### src/sv/rmst_pkg.sv
// Shared types, constants and helpers of the range-maximum segment tree.
// Depends on nothing; used by every module of the block.
package rmst_pkg;

	localparam int DATA_W     = 32;
	localparam int POS_W      = 10;
	localparam int CFG_W      = 11;
	localparam int IN_TDATA_W = 64;

	localparam logic [CFG_W-1:0] CFG_RESET = 11'd1024;

	// Field offsets inside the slave-side tdata, lowest field first
	localparam int WPOS_LSB = 0;
	localparam int WVAL_LSB = WPOS_LSB + POS_W;
	localparam int RLO_LSB  = WVAL_LSB + DATA_W;
	localparam int RHI_LSB  = RLO_LSB + POS_W;

	typedef logic signed [DATA_W-1:0] data_t;
	typedef logic [POS_W-1:0]         pos_t;

	typedef enum logic {
		CMD_WRITE = 1'b0,
		CMD_QUERY = 1'b1
	} cmd_t;

	localparam data_t MOST_NEG = {1'b1, {(DATA_W-1){1'b0}}};

	typedef struct packed {
		cmd_t  cmd;
		pos_t  write_position;
		data_t write_value;
		pos_t  range_low;
		pos_t  range_high;
	} req_t;

	typedef struct packed {
		data_t max_value;
		logic  range_error;
	} res_t;

	function automatic data_t larger(input data_t a, input data_t b);
		return (a >= b) ? a : b;
	endfunction

endpackage

### src/sv/rmst_walk.sv
// Sequencer of the segment tree: clearing pass, leaf-to-root update, range walk.
// Depends on rmst_pkg; drives the ports of rmst_mem.
module rmst_walk #(
	parameter int LEAVES = 1024,
	parameter int AW     = $clog2(LEAVES) + 1
) (
	input  logic                         clk,
	input  logic                         arst_n,
	input  logic                         req_valid,
	input  rmst_pkg::req_t               req,
	input  logic [rmst_pkg::CFG_W-1:0]   size_in_use,
	output logic                         ready,
	output logic                         res_valid,
	output rmst_pkg::res_t               res,
	input  logic                         res_ready,
	output logic                         mem_we,
	output logic [AW-1:0]                mem_waddr,
	output rmst_pkg::data_t              mem_wdata,
	output logic [AW-1:0]                mem_raddr,
	input  rmst_pkg::data_t              mem_rdata
);

	localparam int LW = AW - 1;
	localparam int NW = AW + 1;
	localparam int CW = (LW + 1 > rmst_pkg::CFG_W) ? LW + 1 : rmst_pkg::CFG_W;

	typedef enum logic [2:0] {
		ST_CLEAR,
		ST_IDLE,
		ST_UP,
		ST_QLO,
		ST_QHI,
		ST_DONE
	} state_t;

	state_t          state_q;
	logic [AW-1:0]   clr_q;
	logic [AW-1:0]   node_q;
	rmst_pkg::data_t val_q;
	logic [NW-1:0]   lo_q;
	logic [NW-1:0]   hi_q;
	rmst_pkg::data_t best_q;
	logic            err_q;
	logic            pend_q;

	logic [CW-1:0]   leaves_c;
	logic [CW-1:0]   size_w;
	logic [CW-1:0]   size_eff;
	logic [CW-1:0]   pos_w;
	logic [CW-1:0]   lo_w;
	logic [CW-1:0]   hi_w;
	logic            wr_ok;
	logic            q_err;
	logic [AW-1:0]   leaf_addr;
	logic [NW-1:0]   lo_start;
	logic [NW-1:0]   hi_start;
	logic [AW-1:0]   parent;
	rmst_pkg::data_t up_val;
	rmst_pkg::data_t best_acc;

	assign leaves_c  = CW'(LEAVES);
	assign size_w    = CW'(size_in_use);
	assign size_eff  = (size_w > leaves_c) ? leaves_c : size_w;
	assign pos_w     = CW'(req.write_position);
	assign lo_w      = CW'(req.range_low);
	assign hi_w      = CW'(req.range_high);
	assign wr_ok     = pos_w < size_eff;
	assign q_err     = (lo_w > hi_w) || (hi_w >= size_eff);
	assign leaf_addr = {1'b1, pos_w[LW-1:0]};
	assign lo_start  = NW'({1'b1, lo_w[LW-1:0]});
	assign hi_start  = NW'({1'b1, hi_w[LW-1:0]}) + NW'(1);
	assign parent    = node_q >> 1;
	assign up_val    = rmst_pkg::larger(val_q, mem_rdata);
	assign best_acc  = pend_q ? rmst_pkg::larger(best_q, mem_rdata) : best_q;

	assign ready           = (state_q == ST_IDLE);
	assign res_valid       = (state_q == ST_DONE);
	assign res.max_value   = best_q;
	assign res.range_error = err_q;

	always_comb begin
		mem_we    = 1'b0;
		mem_waddr = clr_q;
		mem_wdata = '0;
		mem_raddr = '0;
		unique case (state_q)
			ST_CLEAR: begin
				mem_we = 1'b1;
			end
			ST_IDLE: begin
				if (req_valid && req.cmd == rmst_pkg::CMD_WRITE && wr_ok) begin
					mem_we    = 1'b1;
					mem_waddr = leaf_addr;
					mem_wdata = req.write_value;
					mem_raddr = leaf_addr ^ AW'(1);
				end
			end
			ST_UP: begin
				mem_we    = 1'b1;
				mem_waddr = parent;
				mem_wdata = up_val;
				mem_raddr = parent ^ AW'(1);
			end
			ST_QLO: begin
				mem_raddr = lo_q[AW-1:0];
			end
			ST_QHI: begin
				mem_raddr = hi_q[AW-1:0] - AW'(1);
			end
			default: begin
			end
		endcase
	end

	always_ff @(posedge clk or negedge arst_n) begin
		if (!arst_n) begin
			state_q <= ST_CLEAR;
			clr_q   <= '0;
			pend_q  <= 1'b0;
		end else begin
			unique case (state_q)
				ST_CLEAR: begin
					clr_q <= clr_q + AW'(1);
					if (clr_q == '1) begin
						state_q <= ST_IDLE;
					end
				end
				ST_IDLE: begin
					if (req_valid) begin
						if (req.cmd == rmst_pkg::CMD_WRITE) begin
							if (wr_ok) begin
								node_q  <= leaf_addr;
								val_q   <= req.write_value;
								state_q <= ST_UP;
							end
						end else if (q_err) begin
							best_q  <= '0;
							err_q   <= 1'b1;
							state_q <= ST_DONE;
						end else begin
							lo_q    <= lo_start;
							hi_q    <= hi_start;
							best_q  <= rmst_pkg::MOST_NEG;
							err_q   <= 1'b0;
							pend_q  <= 1'b0;
							state_q <= ST_QLO;
						end
					end
				end
				ST_UP: begin
					node_q <= parent;
					val_q  <= up_val;
					if (parent == AW'(1)) begin
						state_q <= ST_IDLE;
					end
				end
				ST_QLO: begin
					best_q <= best_acc;
					if (lo_q < hi_q) begin
						pend_q <= lo_q[0];
						if (lo_q[0]) begin
							lo_q <= lo_q + NW'(1);
						end
						state_q <= ST_QHI;
					end else begin
						pend_q  <= 1'b0;
						state_q <= ST_DONE;
					end
				end
				ST_QHI: begin
					// an odd right bound steps down by one; the halving absorbs it
					best_q  <= best_acc;
					pend_q  <= hi_q[0];
					lo_q    <= lo_q >> 1;
					hi_q    <= hi_q >> 1;
					state_q <= ST_QLO;
				end
				ST_DONE: begin
					if (res_ready) begin
						state_q <= ST_IDLE;
					end
				end
				default: begin
					state_q <= ST_IDLE;
				end
			endcase
		end
	end

endmodule

### config.mk
export PLATFORM = sky130hd
export DESIGN_NAME = rmst_walk
export DESIGN_NICKNAME = d
export VERILOG_FILES = /design/src/sv/rmst_pkg.sv /design/src/sv/rmst_walk.sv
export SDC_FILE = /design/constraint.sdc
export NUM_CORES = 1
export LEC_CHECK = 0
export CORE_MARGIN = 5
export CORE_UTILIZATION = 30
export CTS_BUF_LIST = sky130_fd_sc_hd__clkbuf_16
export DETAILED_ROUTE_END_ITERATION = 10
export DONT_BUFFER_PORTS = 1
export PLACE_DENSITY = 0.42
export SYNTH_ARGS = -nofsm -noshare
export SYNTH_HDL_FRONTEND = slang
export SYNTH_SLANG_ARGS = --single-unit
### constraint.sdc
create_clock -name clk -period 9.8 [get_ports clk]
set_input_delay 1.96 -clock clk [delete_from_list [all_inputs] [get_ports clk]]
set_output_delay 1.96 -clock clk [all_outputs]
set_load 0.005 [all_outputs]
==> metrics.md <==
| Metric | Value |
|---|---|
| Crit path from | `size_in_use[10]` |
| Number of ports placed on the die boundary | `200` |
| PnR Total Power | `2.226 mW` |
| Netlist area before placement | `0.008596 sq mm` |
| Routed wire length per instance | `21.07 microns` |
| Ratio of final minimum period to clock period | `70.48%` |
| Total power divided by cell area | `232.8 mW/mm^2` |
| Number of antenna violations at the first check in global routing | `1` |
| Global-route wire length before repair | `40.73 mm` |
| Final number of hold-violating endpoints | `0` |
| Initial core utilization | `30.19%` |
| Post-synth ARST share | `13.16%` |
| Most repeated cell in the gate-level netlist after synthesis | `nand2_1` |
| Arrival time of the worst setup path | `4950 ps` |
| I/O Buffers | `0` |
| Post-synthesis average cell area | `9.293 sq um` |
| Syn nets | `1142` |
| Vias/cell | `5.128` |
| Aggregate global-route resource usage | `16.82%` |
| Top_reg_cell synth | `edfxtp_1` |
| Number of standard-cell rows in the floorplan | `62` |
| TritonCTS sink count | `114` |
| Critical Setup Path Class | `in2out` |
| Slew at the pin with the worst max-slew slack | `1201 ps` |
| Count of final setup violators | `0` |
| Max Clk Rate | `0.1448 GHz` |
| Setup TNS | `0 ps` |
| Post-synthesis register bit count | `114` |
| Multi-input gate area in the final layout | `0.004878 sq mm` |
| Yosys warning total | `0` |
| Clock root buffer | `clkbuf_16` |
| Post-synthesis cell type with the largest combined area | `edfxtp_1` |
| Final GP Congestion | `0.8022` |
| Clock transition at path regs | `60 ps` |
| Detail Route Antenna Nets | `0` |
| # hold bufs at CTS | `0` |
| Critical path startpoint category | `primary input` |
| HPWL after detailed placement | `21.79 mm` |
| Overall die height | `179.3 microns` |
| Placeable core region | `0.02847 sq mm` |
| Vias in the first global route | `6521` |
| Area contributors post-synth | `edfxtp_1 35%, ha_1 16%, nand2_1 5.9%` |
| Slowest cell on the critical path | `nor2_4` |
| Total leakage power | `4.082 nW` |
| Max-cap check violation count | `0` |
| Number of buffers added by the clock tree synthesis step | `17` |
| Stage delay of the slowest cell on the critical path | `970 ps` |
| Worst flop-to-flop path startpoint | `state_q[2]` |
| Count of antenna diodes in the layout | `0` |
| Clock latency on the worst-skew pair | `410 ps` |
| Vias post-DR | `6728` |
| Share of the yosys chip area belonging to registers | `38.95%` |
| Detailed Route WL | `27.64 mm` |
| CP endpoint kind | `output port` |
| Max Root-Sink Buffers | `2` |
| Result of the run | `complete, no violations` |
| Data required time at the worst endpoint | `7840 ps` |
| Synth top cells by count | `135 x nand2_1, 107 x ha_1, 99 x edfxtp_1` |
| Quantity of gates resized following cts | `0` |
| Clock tree from TritonCTS | `built` |
| VDD IR max | `0.1048 mV` |
| Fillers | `2991` |
| Max H-tree Level | `4` |
| Remaining max-slew budget at the tightest pin | `19.73%` |
| Synth-to-layout area growth | `11.25%` |
| Die Area | `0.03214 sq mm` |
| Number of remaining DRC errors | `0` |
| Sequential Area | `0.003348 sq mm` |
| Tmin final | `6907 ps` |
| Fraction of final layout cells sized beyond drive strength 1 | `4.957%` |
| Pin count of the biggest net entering global routing | `97` |
| Area share of the largest cell type after synthesis | `34.59%` |
| Number of iterations in the first detailed-routing pass | `5` |
| CP delay by family, top | `simple AND/OR/NAND/NOR gates` |
| Setup repair bufs after CTS | `0` |
| RSZ-0062 raised after global routing | `no` |
| Biggest fanout along the worst timing path | `45` |
| Launch instance of the worst min-delay path | `clr_q[6]` |
| Number of enable flip-flop cells after synthesis | `99` |
| Number of design-rule violations left by the first detailed-router iteration | `391` |
| Clock Skew | `15.89 ps` |
| Gate Count Post-Synth | `925` |
| Class of the tightest hold or removal check | `reg2reg` |
| Floorplan die width | `179.3 microns` |
| Final Net Count | `1132` |
| Crit-path cells | `nand2b_1 -> ha_1 -> a21oi_1 -> nor2b_1 -> o21ai_0 -> a211o_1 -> o221ai_1 -> nor2_4 -> nor2_1 -> a21bo_1` |
| Number of buffers and inverters on the critical path | `0` |
| Distinct cells, synth | `60` |
| GRT Residual Overflow | `0` |
| Pins Over Slew Limit | `0` |
-- metrics by stage --
step / cell area [sq um] / util (%) / setup slack (ps) / hold slack [ps] / cells
3_3_place_gp: 8994 / 31.59 / 2877 / 499.7 / 1280
4_1_cts: 9563 / 33.59 / 2823 / 502.7 / 1312
6_report: 9563 / 33.59 / 2893 / 498.9 / 1312
5_1_grt: 9563 / 33.59 / 2649 / 527.0 / 1312
3_5_place_dp: 8994 / 31.59 / 2833 / 494.3 / 1280
2_1_floorplan: 8596 / - / 3567 / 466.7 / 925
-- power by group --
group          leakage (nW)  internal, mW  total (mW)  switching [mW]
Clock                 0.278         0.372       0.616           0.244
Combinational          2.70         0.283       0.798           0.515
Sequential             1.11         0.695       0.811           0.116
Total                  4.08          1.35        2.23           0.876
-- layer usage --
| layer | vias to the layer above | part of all wire (%) | routed length [microns] | GRT usage (%) |
|---|---|---|---|---|
| met2 | 201 | 46 | 12690 | 26.86 |
| met4 | 2 | 1.8 | 495 | 4.792 |
| met5 | - | 0.047 | 13 | 0 |
| met1 | 3134 | 43 | 11860 | 21.58 |
| met3 | 24 | 9.3 | 2569 | 5.905 |
| li1 | 3367 | - | - | - |
-- worst paths after layout --
kind / endpoint / slack, ps / cells after the start
min in group asynchronous: clr_q[5] / 1240 / 0
max in group asynchronous: pend_q / 8470 / 0
max reg2reg: val_q[19] / 5730 / 8
min: clr_q[6] / 500 / 1
min reg2reg: clr_q[6] / 500 / 1
max: mem_waddr[1] / 2890 / 10
-- worst reg2reg max path, delay by kind of cell (launching register included) --
family / cells / cell delay (ps)
buffers and inverters: 1 / 490
flip-flops: 1 / 470
AND/OR/NAND/NOR: 7 / 2730
-- layout make-up --
class                           instances  area share (%)
Clock buffer                           17           4.449
Sequential cell                       114           35.01
Clock inverter                         15           1.505
Multi-Input combinational cell        712           51.01
Timing Repair Buffer                    6          0.4710
Inverter                               64           2.525
Tap cell                              384           5.024
-- placed cells by master (no fill, tap or decap), drive strengths merged, types with 12 or more instances in the layout --
cell type	count
nand3	15
dfrtp	15
nor2	66
mux2i	33
nand4	25
inv	67
ha	107
xor2	12
clkbuf	17
a21o	28
xnor2	23
a21oi	36
nand2b	15
edfxtp	99
nand2	135
o21ai	103
-- state kept, by name, indices dropped and copies added, names as in the netlist --
register / cells
best_q: 32
clr_q: 11
state_q: 3
val_q: 32
pend_q: 1
err_q: 1
hi_q: 12
node_q: 10
lo_q: 12
-- kinds of logic after synthesis --
logic type	after synthesis	share of synthesized area, %
AOI/OAI and AO/OA	233	17.12
xor gates and xnor gates	35	3.566
adders and majority gates	107	15.57
buffers and inverters	99	4.687
DFF	114	38.95
muxes	34	4.017
and+or+nand+nor	303	16.08
Power figures use the tool's default switching activity.
